File: config.mk
export PLATFORM = sky130hd
export DESIGN_NAME = brc_cfg_regs
export DESIGN_NICKNAME = d
export VERILOG_FILES = /design/src/hw/rtl/brc_pkg.sv /design/src/hw/rtl/brc_cfg_regs.sv
export SDC_FILE = /design/constraint.sdc
export NUM_CORES = 1
export LEC_CHECK = 0
export CORE_MARGIN = 2
export CORE_UTILIZATION = 60
export CTS_CLUSTER_SIZE = 20
export DETAILED_ROUTE_END_ITERATION = 10
export DONT_BUFFER_PORTS = 1
export PLACE_DENSITY_LB_ADDON = 0.1
export SLEW_MARGIN = 30
export SYNTH_ARGS = -nofsm -noshare
export SYNTH_HDL_FRONTEND = slang
export SYNTH_SLANG_ARGS = --single-unit
File: constraint.sdc
create_clock -name clk -period 3.1 [get_ports clk]
set_clock_uncertainty 0.1 [all_clocks]
set_input_delay 0.155 -clock clk [delete_from_list [all_inputs] [get_ports clk]]
set_output_delay 0.155 -clock clk [all_outputs]
set_load 0.05 [all_outputs]
File: src/hw/rtl/brc_pkg.sv
// ----------------------------------------------------------------------------
// brc_pkg
// Shared types and constants of the barometer raw compensation pipeline.
// ----------------------------------------------------------------------------
package brc_pkg;

  typedef struct packed {
    logic [15:0] raw_temp;
    logic [15:0] raw_press;
  } sample_t;

  typedef struct packed {
    logic signed [31:0] temp_fine;
    logic signed [31:0] press_pa;
    logic               status;
  } result_t;

  typedef enum logic [2:0] {
    REG_AC1,
    REG_AC2,
    REG_AC3,
    REG_AC4,
    REG_AC5,
    REG_AC6,
    REG_B_PAIR,
    REG_MC_MD
  } reg_index_t;

  typedef struct packed {
    logic [15:0] ac1;
    logic [15:0] ac2;
    logic [15:0] ac3;
    logic [15:0] ac4;
    logic [15:0] ac5;
    logic [15:0] ac6;
    logic [31:0] b_pair;
    logic [31:0] mc_md;
  } coef_t;

  localparam int TEMP_NUM_W   = 27;
  localparam int TEMP_DEN_W   = 19;
  localparam int PRESS_W      = 32;
  localparam int PIPE_LATENCY = TEMP_NUM_W + PRESS_W + 11;

  localparam int B6_OFFSET  = 4000;
  localparam int B4_BIAS    = 32768;
  localparam int B7_SCALE   = 50000;
  localparam int P_GAIN_SQ  = 3038;
  localparam int P_GAIN_LIN = -7375;
  localparam int P_BIAS     = 3791;
  localparam int TEMP_ROUND = 32767;
  localparam int FINE_BIAS  = 8;

  function automatic logic [31:0] asr32(logic [31:0] v, int n);
    return $unsigned($signed(v) >>> n);
  endfunction

endpackage

File: src/hw/rtl/brc_cfg_regs.sv
// ----------------------------------------------------------------------------
// brc_cfg_regs
// Calibration coefficient register file.
// ----------------------------------------------------------------------------
module brc_cfg_regs (
  input  logic           clk,
  input  logic           rst,
  input  logic           cfg_valid,
  output logic           cfg_ready,
  input  logic [2:0]     cfg_index,
  input  logic [31:0]    cfg_data,
  output brc_pkg::coef_t coef
);

  assign cfg_ready = 1'b1;

  always_ff @(posedge clk) begin
    if (rst) begin
      coef <= '0;
    end else if (cfg_valid) begin
      unique case (brc_pkg::reg_index_t'(cfg_index))
        brc_pkg::REG_AC1:    coef.ac1 <= cfg_data[15:0];
        brc_pkg::REG_AC2:    coef.ac2 <= cfg_data[15:0];
        brc_pkg::REG_AC3:    coef.ac3 <= cfg_data[15:0];
        brc_pkg::REG_AC4:    coef.ac4 <= cfg_data[15:0];
        brc_pkg::REG_AC5:    coef.ac5 <= cfg_data[15:0];
        brc_pkg::REG_AC6:    coef.ac6 <= cfg_data[15:0];
        brc_pkg::REG_B_PAIR: coef.b_pair <= cfg_data;
        brc_pkg::REG_MC_MD:  coef.mc_md <= cfg_data;
        default: ;
      endcase
    end
  end

endmodule

==> metrics.md <==
| Metric | Value |
|---|---|
| Switch Pwr | 1.15 mW |
| Max clock buf depth | 2 |
| Placed insts | 665 |
| Crit path max fanout | 16 |
| Clk pwr share | 0.440 |
| Latest clock arrival within the worst-skew pair | 0.53 ns |
| Core footprint | 0.0103 mm^2 |
| Comb pwr share | 0.054 |
| FMAX | 576 MHz |
| RSZ-0062 raised after global routing | false |
| Largest area contributor in the netlist | dfxtp_1 |
| Largest Register | coef |
| Top-count cell post-synth | nand2b_1 |
| Root Driver | clkbuf_8 |
| Synth warnings | 0 |
| Post-CTS Setup Repair Bufs | 0 |
| Vias in the first global route | 4318 |
| Fin. max-slew vios | 0 |
| Worst vdd ir | 0.000336 V |
| Number of top-level pins | 199 |
| Die Span Y | 107 um |
| Flip-flop count of the largest register after layout | 160 |
| Synth Register Bits | 160 |
| Clock transition at path regs | 0.07 ns |
| First-pass iteration count of the detailed router | 4 |
| Leakage Power | 3.37 nW |
| Initial Util | 0.618 |
| First-pass GRT wire length | 23.6 mm |
| Final HPWL DP | 9.22 mm |
| Avg Cell Area, Syn | 11.0 um^2 |
| Syn-to-layout area delta | 14.7% |
| Synthesized cell area | 0.00638 mm^2 |
| R2R setup slack | 1.46 ns |
| Layout cells sized above 1 | 0.0700 |
| Setup TNS Final | 0 ns |
| Syn_nets | 620 |
| Initial antenna violation count | 1 |
| Cts bufs inserted | 17 |
| Post-route ant nets | 0 |
| Syn Inst Count | 582 |
| Data arrival time of the critical path | 2.11 ns |
| Non-filler cells, final | 736 |
| Post-place instance area | 0.00634 mm^2 |
| Total grt overflow | 0 |
| # Max-Cap Violations | 0 |
| Startpoint types | primary input |
| Largest net degree at the start of global routing | 181 |
| Pre-CTS WS | 1.55 ns |
| Slew HR | 0.599 |
| PD cells | 620 mW/mm^2 |
| Worst Hold Class | primary input to flop |
| P_int | 3.39 mW |
| Routed WL | 15.0 mm |
| H-tree levels | 4 |
| Final Hold Viols | 0 |
| Antenna diodes | 0 |
| Cell variety after synth | 16 |
| Flop pwr share | 0.506 |
| Crit. End Element | flop |
| Total Routing Usage GR | 0.271 |
| Fin crit share | 0.560 |
| Final Setup Violations | 0 |
| Tightest Pin Transition | 0.601 ns |
| Top Registers | coef: 160 flops |
| Sequential area share after synthesis | 0.502 |
| Post-synth top cells | 192 x nand2b_1, 160 x dfxtp_1, 160 x mux2i_1 |
| EDFF count, synth | 0 |
| Sw Ratio | 0.254 |
| Routability cong. | 0.739 |
| Asr flop ratio synth | 0 |
| Die width | 107 um |
| Clock sink count | 160 |
| DR iter-0 viols | 213 |
| Top FF cell, synth | dfxtp_1 |
| Layout Nets | 625 |
| CP Class | primary input to flop |
| Vias per cell | 5.47 |
| DIE AREA | 0.0115 mm^2 |
| DRC Markers | 0 |
| Top area cells in the synthesized netlist | dfxtp_1 50%, mux2i_1 25%, nand2b_1 19% |
| Row count | 37 |
| Minimum clock period | 1.74 ns |
| DR WL/cell | 20.4 um |
| Design Area, Final | 0.00732 mm^2 |
| Via Count | 4026 |
| Post-synth top area share | 0.502 |
| CTS tree | built |
| WP data required | 3.47 ns |
| Status | completed |
| Post-route setup slack | 1.36 ns |
| PortBufs | 0 |
[worst paths after layout]
check / start / end / depth (start not counted)
setup / recovery: cfg_index[1] / coef[128] / 5
hold / removal: rst / coef[116] / 2
setup reg to reg: coef[57] / coef[57] / 3
hold reg to reg: coef[73] / coef[73] / 2
[kinds of logic after synthesis]
kind of cell	after synthesis	share of synthesized area
buffers and inverters	60	0.0449
other	1	0.000587
multiplexers	160	0.251
flip-flops	160	0.502
AND/OR/NAND/NOR	201	0.202
[placed cells by master, fill, tap and decap left out, drive strengths merged]
cell         synthesis  final
dlygate4sd3          0     38
inv                  0      1
clkinvlp             0      4
dfxtp              160    160
and4b                1      1
nand2b             192    192
buf                 29      8
bufinv               0      1
clkinv               0      4
nand4                1      1
clkbuf              31     22
conb                 1      1
nand4bb              2      2
or4b                 1      1
nor4bb               1      1
mux2i              160    160
nand4b               3      3
[stage by stage]
| stage | utilization | power [mW] | hold WS (ns) |
|---|---|---|---|
| floorplan | - | 2.51 | 0.231 |
| global placement | 0.614 | 2.51 | 0.239 |
| detailed placement | 0.614 | 2.52 | 0.249 |
| CTS | 0.709 | 4.56 | 0.00134 |
| global route | 0.709 | 4.68 | 0.0213 |
| finish | 0.709 | 4.54 | 0.00165 |
[critical path, cell delays in order]
cell and delay (ns):
dlygate4sd3_1 0.57, nor4bb_4 0.28, buf_4 0.33, mux2i_1 0.21
dlygate4sd3_1 0.56
[metal layers]
metal,track usage,part of all wire,vias up
met5,0,0,-
met4,0.0955,0.018,0
met3,0.117,0.096,23
met2,0.437,0.48,148
met1,0.323,0.41,1956
li1,-,-,1899
[power groups by stage]
stage | registers [mW] | clock network, mW | logic, mW
finish | 2.29 | 2.00 | 0.246
CTS | 2.30 | 2.02 | 0.245
detailed placement | 2.34 | 0 | 0.178
floorplan | 2.33 | 0 | 0.181
global placement | 2.34 | 0 | 0.172
global route | 2.30 | 2.12 | 0.266
[timing repair]
action                    in CTS  in global routing
hold endpoints to repair     160                  0
hold buffers                  39                  0
resized for setup              0                  0
[final cells by class]
cell class | count | area (um^2)
clock buffers | 22 | 473
flip-flops and latches | 160 | 3200
multi-input cells | 362 | 2910
well taps | 136 | 170
repair buffers | 46 | 460
fillers | 757 | 3000
clock inverters | 10 | 104
Power figures use the tool's default switching activity.
