`src/hw/rtl/brc_div_pipe.sv`:
```
// ----------------------------------------------------------------------------
// brc_div_pipe
// Pipelined unsigned restoring divider, one quotient bit per stage.
// ----------------------------------------------------------------------------
module brc_div_pipe #(
  parameter int NUM_W = 32,
  parameter int DEN_W = 32,
  parameter int TAG_W = 1
) (
  input  logic             clk,
  input  logic             rst,
  input  logic             in_valid,
  input  logic [NUM_W-1:0] num,
  input  logic [DEN_W-1:0] den,
  input  logic [TAG_W-1:0] tag,
  output logic             out_valid,
  output logic [NUM_W-1:0] quo,
  output logic [TAG_W-1:0] out_tag
);

  logic [NUM_W:0]   vld;
  logic [NUM_W-1:0] nq  [NUM_W+1];
  logic [DEN_W-1:0] rem [NUM_W+1];
  logic [DEN_W-1:0] dn  [NUM_W+1];
  logic [TAG_W-1:0] tg  [NUM_W+1];

  assign vld[0] = in_valid;
  assign nq[0]  = num;
  assign rem[0] = '0;
  assign dn[0]  = den;
  assign tg[0]  = tag;

  for (genvar k = 0; k < NUM_W; k++) begin : g_stage
    logic [DEN_W:0] trial;
    logic [DEN_W:0] diff;
    logic           fit;

    assign trial = {rem[k], nq[k][NUM_W-1]};
    assign diff  = trial - {1'b0, dn[k]};
    assign fit   = trial >= {1'b0, dn[k]};

    always_ff @(posedge clk) begin
      if (rst) begin
        vld[k+1] <= 1'b0;
      end else begin
        vld[k+1] <= vld[k];
      end
    end

    always_ff @(posedge clk) begin
      rem[k+1] <= fit ? diff[DEN_W-1:0] : trial[DEN_W-1:0];
      nq[k+1]  <= {nq[k][NUM_W-2:0], fit};
      dn[k+1]  <= dn[k];
      tg[k+1]  <= tg[k];
    end
  end

  assign out_valid = vld[NUM_W];
  assign quo       = nq[NUM_W];
  assign out_tag   = tg[NUM_W];

endmodule

```
`config.mk`:
```
export PLATFORM = sky130hd
export DESIGN_NAME = brc_div_pipe
export DESIGN_NICKNAME = d
export VERILOG_FILES = /design/src/hw/rtl/brc_div_pipe.sv
export SDC_FILE = /design/constraint.sdc
export NUM_CORES = 2
export LEC_CHECK = 0
export CORE_ASPECT_RATIO = 2
export CORE_MARGIN = 2
export CORE_UTILIZATION = 57
export DETAILED_ROUTE_END_ITERATION = 10
export DONT_BUFFER_PORTS = 1
export PLACE_DENSITY = 0.75
export RECOVER_POWER = 50
export SYNTH_ARGS = -nofsm -noshare
export SYNTH_HDL_FRONTEND = slang
export SYNTH_SLANG_ARGS = --single-unit
```
`constraint.sdc`:
```
create_clock -name clk -period 3.2 [get_ports clk]
set_input_delay 0.48 -clock clk [delete_from_list [all_inputs] [get_ports clk]]
set_output_delay 0.48 -clock clk [all_outputs]
set_load 0.005 [all_outputs]
```
==> impl_results.html <==
<table>
<tr><th>Metric</th><th>Value</th></tr>
<tr><th colspan="2">Die</th></tr>
<tr><td>Std cell rows</td><td>242</td></tr>
<tr><td>DIE AREA</td><td>between 200,000 and 250,000 um^2</td></tr>
<tr><td>Die X</td><td>334 um</td></tr>
<tr><td>Total core area</td><td>about 220,000 um^2</td></tr>
<tr><td>Number of top-level pins</td><td>roughly 100</td></tr>
<tr><td>Height of the chip</td><td>~660 um</td></tr>
<tr><td>Effective utilization at floorplan</td><td>0.573</td></tr>
<tr><th colspan="2">Finish</th></tr>
<tr><td>Final-layout fill cell count</td><td>14.7k</td></tr>
<tr><td>Layout Area Growth over Synthesis</td><td>30.4%</td></tr>
<tr><td>Post-layout nets</td><td>~16k</td></tr>
<tr><td>Fraction of final layout cells sized beyond drive strength 1</td><td>0.272</td></tr>
<tr><th colspan="2">Worst setup path</th></tr>
<tr><td>Cell type group with the largest total delay on the critical path</td><td>compound AO/OA/AOI/OAI gates</td></tr>
<tr><td>Arrival @ worst endpoint</td><td>4460 ps</td></tr>
<tr><td>Worst Path Max Fanout</td><td>14</td></tr>
<tr><td>Cell Chain, Critical Path</td><td>inv_1 -&gt; ha_1 -&gt; o21ai_1 -&gt; a21oi_2 -&gt; o21ai_0 -&gt; buf_4 -&gt; a211oi_1 -&gt; buf_4 -&gt; o211ai_4 -&gt; a21oi_4 -&gt; a221o_1 -&gt; a221oi_4 -&gt; o21ai_4 -&gt; buf_12 -&gt; buf_12 -&gt; nor2_2 -&gt; a21oi_1</td></tr>
<tr><td>Critical path class</td><td>flop to flop</td></tr>
<tr><td>Kind of start point of the critical path</td><td>flop</td></tr>
<tr><td>Critical path capture point type</td><td>flop</td></tr>
<tr><td>Critical Path Slowest Stage Cell</td><td>sky130_fd_sc_hd__dfxtp_1</td></tr>
<tr><td>Required time worst endpoint</td><td>slightly below 4000 ps</td></tr>
<tr><td>Highest cell delay on the worst timing path</td><td>410 ps</td></tr>
<tr><td>Total buffers and inverters traversed by the critical path</td><td>5</td></tr>
<tr><th colspan="2">STA</th></tr>
<tr><td>Post-route worst setup slack</td><td>-495 ps</td></tr>
<tr><td>Fmax</td><td>about 270 MHz</td></tr>
<tr><td>Count of final hold-check violations</td><td>0</td></tr>
<tr><td>Final count of pins violating max slew</td><td>0</td></tr>
<tr><td>Setup clock skew after layout</td><td>between 80 and 90 ps</td></tr>
<tr><td>Final setup fails</td><td>276</td></tr>
<tr><td>Period Utilization, post-route</td><td>1.15</td></tr>
<tr><td>Slew of the pin with the lowest slew margin</td><td>~1200 ps</td></tr>
<tr><td>Relative slew slack</td><td>0.178</td></tr>
<tr><td>Final hold slack</td><td>roughly 54 ps</td></tr>
<tr><td>Period minus WS final</td><td>about 3700 ps</td></tr>
<tr><td>Unrepaired setup endpoints after global routing</td><td>true</td></tr>
<tr><th colspan="2">Route</th></tr>
<tr><td>Via Count</td><td>103k</td></tr>
<tr><td>Initial detailed-routing violation count</td><td>5,535</td></tr>
<tr><td>Routed vias/inst</td><td>about 5.8</td></tr>
<tr><td>Routed wire length</td><td>roughly 420 mm</td></tr>
<tr><td>DRC viols</td><td>0</td></tr>
<tr><td>Post-route antenna net violation count</td><td>0</td></tr>
<tr><td>Average wire per standard cell</td><td>roughly 24 um</td></tr>
<tr><td>Initial DRT Pass Iterations</td><td>6</td></tr>
<tr><th colspan="2">Placed design</th></tr>
<tr><td>Number of port buffers</td><td>0</td></tr>
<tr><td>Placed wire-length estimate</td><td>294 mm</td></tr>
<tr><td>DP Worst Slack</td><td>-657 ps</td></tr>
<tr><td>Routability congestion estimate</td><td>0.999</td></tr>
<tr><th colspan="2">Synth</th></tr>
<tr><td>Synth area leader</td><td>sky130_fd_sc_hd__dfxtp_1</td></tr>
<tr><td>Area contributors post-synth</td><td>sky130_fd_sc_hd__dfxtp_1 (49%), sky130_fd_sc_hd__ha_1 (10%), sky130_fd_sc_hd__inv_1 (3.9%)</td></tr>
<tr><td>Most used DFF post-synth</td><td>sky130_fd_sc_hd__dfxtp_1</td></tr>
<tr><td>Number of library cell types mapped by synthesis</td><td>between 80 and 90</td></tr>
<tr><td>Post-synthesis instance total</td><td>around 13k</td></tr>
<tr><td>Register bit count reported by yosys</td><td>3,072</td></tr>
<tr><td>Post-Syn Area</td><td>around 120,000 um^2</td></tr>
<tr><td>Portion of the post-synthesis area used by sequential elements</td><td>0.495</td></tr>
<tr><td>Post-Syn Nets</td><td>13.8k</td></tr>
<tr><td>Synth Warn #</td><td>0</td></tr>
<tr><td>Number of synthesized flops with an enable pin</td><td>0</td></tr>
<tr><td>Async SR Flop Fraction</td><td>0</td></tr>
<tr><td>Post-synth top area share</td><td>0.495</td></tr>
<tr><td>Mean instance size in the synthesized netlist</td><td>a little under 10 um^2</td></tr>
<tr><th colspan="2">Clocking</th></tr>
<tr><td>Clock tree from TritonCTS</td><td>built</td></tr>
<tr><td>Maximum level of the CTS H-tree</td><td>5</td></tr>
<tr><td>Clk Tree Root Cell</td><td>sky130_fd_sc_hd__clkbuf_16</td></tr>
<tr><td>Bufs on Longest Clock Path</td><td>4</td></tr>
<tr><td>Number of buffers created by CTS</td><td>272</td></tr>
<tr><td>Clock Latency Late Sink</td><td>910 ps</td></tr>
<tr><td>Clock-pin slew of the registers on the worst-case setup and hold paths</td><td>80 ps</td></tr>
<tr><td>Clock sink count</td><td>between 3k and 4k</td></tr>
<tr><th colspan="2">GRT</th></tr>
<tr><td>Maximum number of pins on one net before global-route repair</td><td>37</td></tr>
<tr><td>All-layer global routing usage</td><td>0.355</td></tr>
<tr><td>Remaining global-route overflow</td><td>0</td></tr>
<tr><td>Via count of the first global-routing pass</td><td>around 110k</td></tr>
<tr><td>Wire length of the first global-routing pass</td><td>about 610 mm</td></tr>
<tr><td>Antenna violations before repair</td><td>18</td></tr>
<tr><th colspan="2">Worst hold path</th></tr>
<tr><td>Hold Crit Class</td><td>input port to flop</td></tr>
<tr><th colspan="2">Flow run</th></tr>
<tr><td>Count of maximum capacitance violations</td><td>0</td></tr>
<tr><th colspan="2">Power</th></tr>
<tr><td>Static leakage power</td><td>76.1 nW</td></tr>
<tr><td>Post-route total power</td><td>between 150 and 200 mW</td></tr>
<tr><td>Maximum vdd ir drop</td><td>0.000724 V</td></tr>
<tr><td>Pwr dens</td><td>999 nW/um^2</td></tr>
<tr><th colspan="2">Run status</th></tr>
<tr><td>Run status</td><td>complete, but fails checks</td></tr>
<tr><td>Violated checks</td><td>negative setup slack</td></tr>
</table>
==> repair_timing <==
action	CTS	global route
endpoints found under the hold margin	128	0
endpoints found under the setup margin	916	903
resized for setup	993	1097
buffers inserted	152	189
hold buffers	67	0
gates cloned	57	21
pin swaps	290	441
==> state kept, by name, indices dropped and copies added, names as in the netlist <==
| signal | count |
|---|---|
| g_stage.trial | 1023 |
| dn | 992 |
| nq | 961 |
| quo | 32 |
| tg | 31 |
| vld | 31 |
| out_tag | 1 |
| out_valid | 1 |
==> routing by layer <==
layer / track usage / wire length, um
met1: 0.287 / 124000
met2: 0.691 / 224000
met3: 0.0532 / 18700
met4: 0.367 / 54400
met5: 0 / 74
==> cell families (layout without fill, tap and decap cells) <==
kind of cell    Yosys count  in the layout  synth area share
compound gates         3238           3239             0.161
flops                  3072           3072             0.495
simple gates           2632           2632             0.100
buf+inv                1612           3900            0.0501
fa+ha+maj              1024           1024             0.105
xor+xnor                813            813            0.0573
mux                     357            357            0.0321
other cells               0             36                 0
==> cell type report <==
cell class	count	area (um^2)	area share
Antenna cell	36	90.1	0.000556
Clock buffer	346	7580	0.0468
Clock inverter	130	1790	0.0110
Inverter	1282	4830	0.0298
Multi-Input combinational cell	8065	63500	0.392
Sequential cell	3072	61800	0.381
Tap cell	2806	3510	0.0217
Timing Repair Buffer	2142	18900	0.117
==> synth_stat cells, types with 105 or more instances <==
cell / number
sky130_fd_sc_hd__o21a_1: 121
sky130_fd_sc_hd__a21o_1: 478
sky130_fd_sc_hd__xor2_1: 340
sky130_fd_sc_hd__nand3_1: 205
sky130_fd_sc_hd__a21oi_1: 925
sky130_fd_sc_hd__clkbuf_1: 257
sky130_fd_sc_hd__o21ai_0: 946
sky130_fd_sc_hd__nand4_1: 160
sky130_fd_sc_hd__o21bai_1: 105
sky130_fd_sc_hd__nor3_1: 116
sky130_fd_sc_hd__inv_1: 1280
sky130_fd_sc_hd__dfxtp_1: 3072
sky130_fd_sc_hd__nor2_1: 526
sky130_fd_sc_hd__ha_1: 994
sky130_fd_sc_hd__nand2b_1: 147
sky130_fd_sc_hd__nor2b_1: 186
sky130_fd_sc_hd__xnor2_1: 473
sky130_fd_sc_hd__nand2_1: 985
sky130_fd_sc_hd__mux2_2: 317
==> tightest hold or removal path: cells and delay by family <==
kind | cells | cell delay, ps
AND/OR/NAND/NOR | 2 | 200
buffers and inverters | 1 | 170
==> worst paths after layout <==
kind	slack [ps]	cells past startpoint	end	from
setup reg to reg	-500	17	g_stage[9].trial[6]	dn[770]
setup / recovery	-500	17	g_stage[9].trial[6]	dn[770]
hold reg to reg	280	0	nq[515]	nq[546]
hold / removal	50	3	nq[992]	den[30]
==> report_power, final <==
part           internal [mW]  leakage, nW  switching [mW]  total [mW]
logic                   37.2         45.9            39.0        76.2
registers               45.6         25.7            5.49        51.1
clock network           19.7         4.59            15.0        34.7
==> cell usage in the layout, fill, tap and decap left out, types with 184 or more instances in the layout <==
cell type / n
sky130_fd_sc_hd__a21o_1: 474
sky130_fd_sc_hd__dfxtp_1: 2896
sky130_fd_sc_hd__ha_1: 857
sky130_fd_sc_hd__nor2_1: 483
sky130_fd_sc_hd__xor2_1: 340
sky130_fd_sc_hd__clkbuf_16: 298
sky130_fd_sc_hd__buf_4: 1848
sky130_fd_sc_hd__nand3_1: 184
sky130_fd_sc_hd__nand2_1: 893
sky130_fd_sc_hd__a21oi_1: 787
sky130_fd_sc_hd__inv_1: 1221
sky130_fd_sc_hd__mux2_2: 236
sky130_fd_sc_hd__xnor2_1: 473
sky130_fd_sc_hd__o21ai_0: 629
==> through the flow <==
step	utilization	instance area, um^2	setup TNS [ps]	std cells
floorplan	-	124000	-625	12748
global placement	0.645	140000	-176420	16934
detailed placement	0.645	140000	-209990	16934
CTS	0.720	156000	-14840	17671
global route	0.746	162000	-74050	17875
finish	0.747	162000	-42350	17879
No activity file was read; power rests on OpenSTA's default activity.
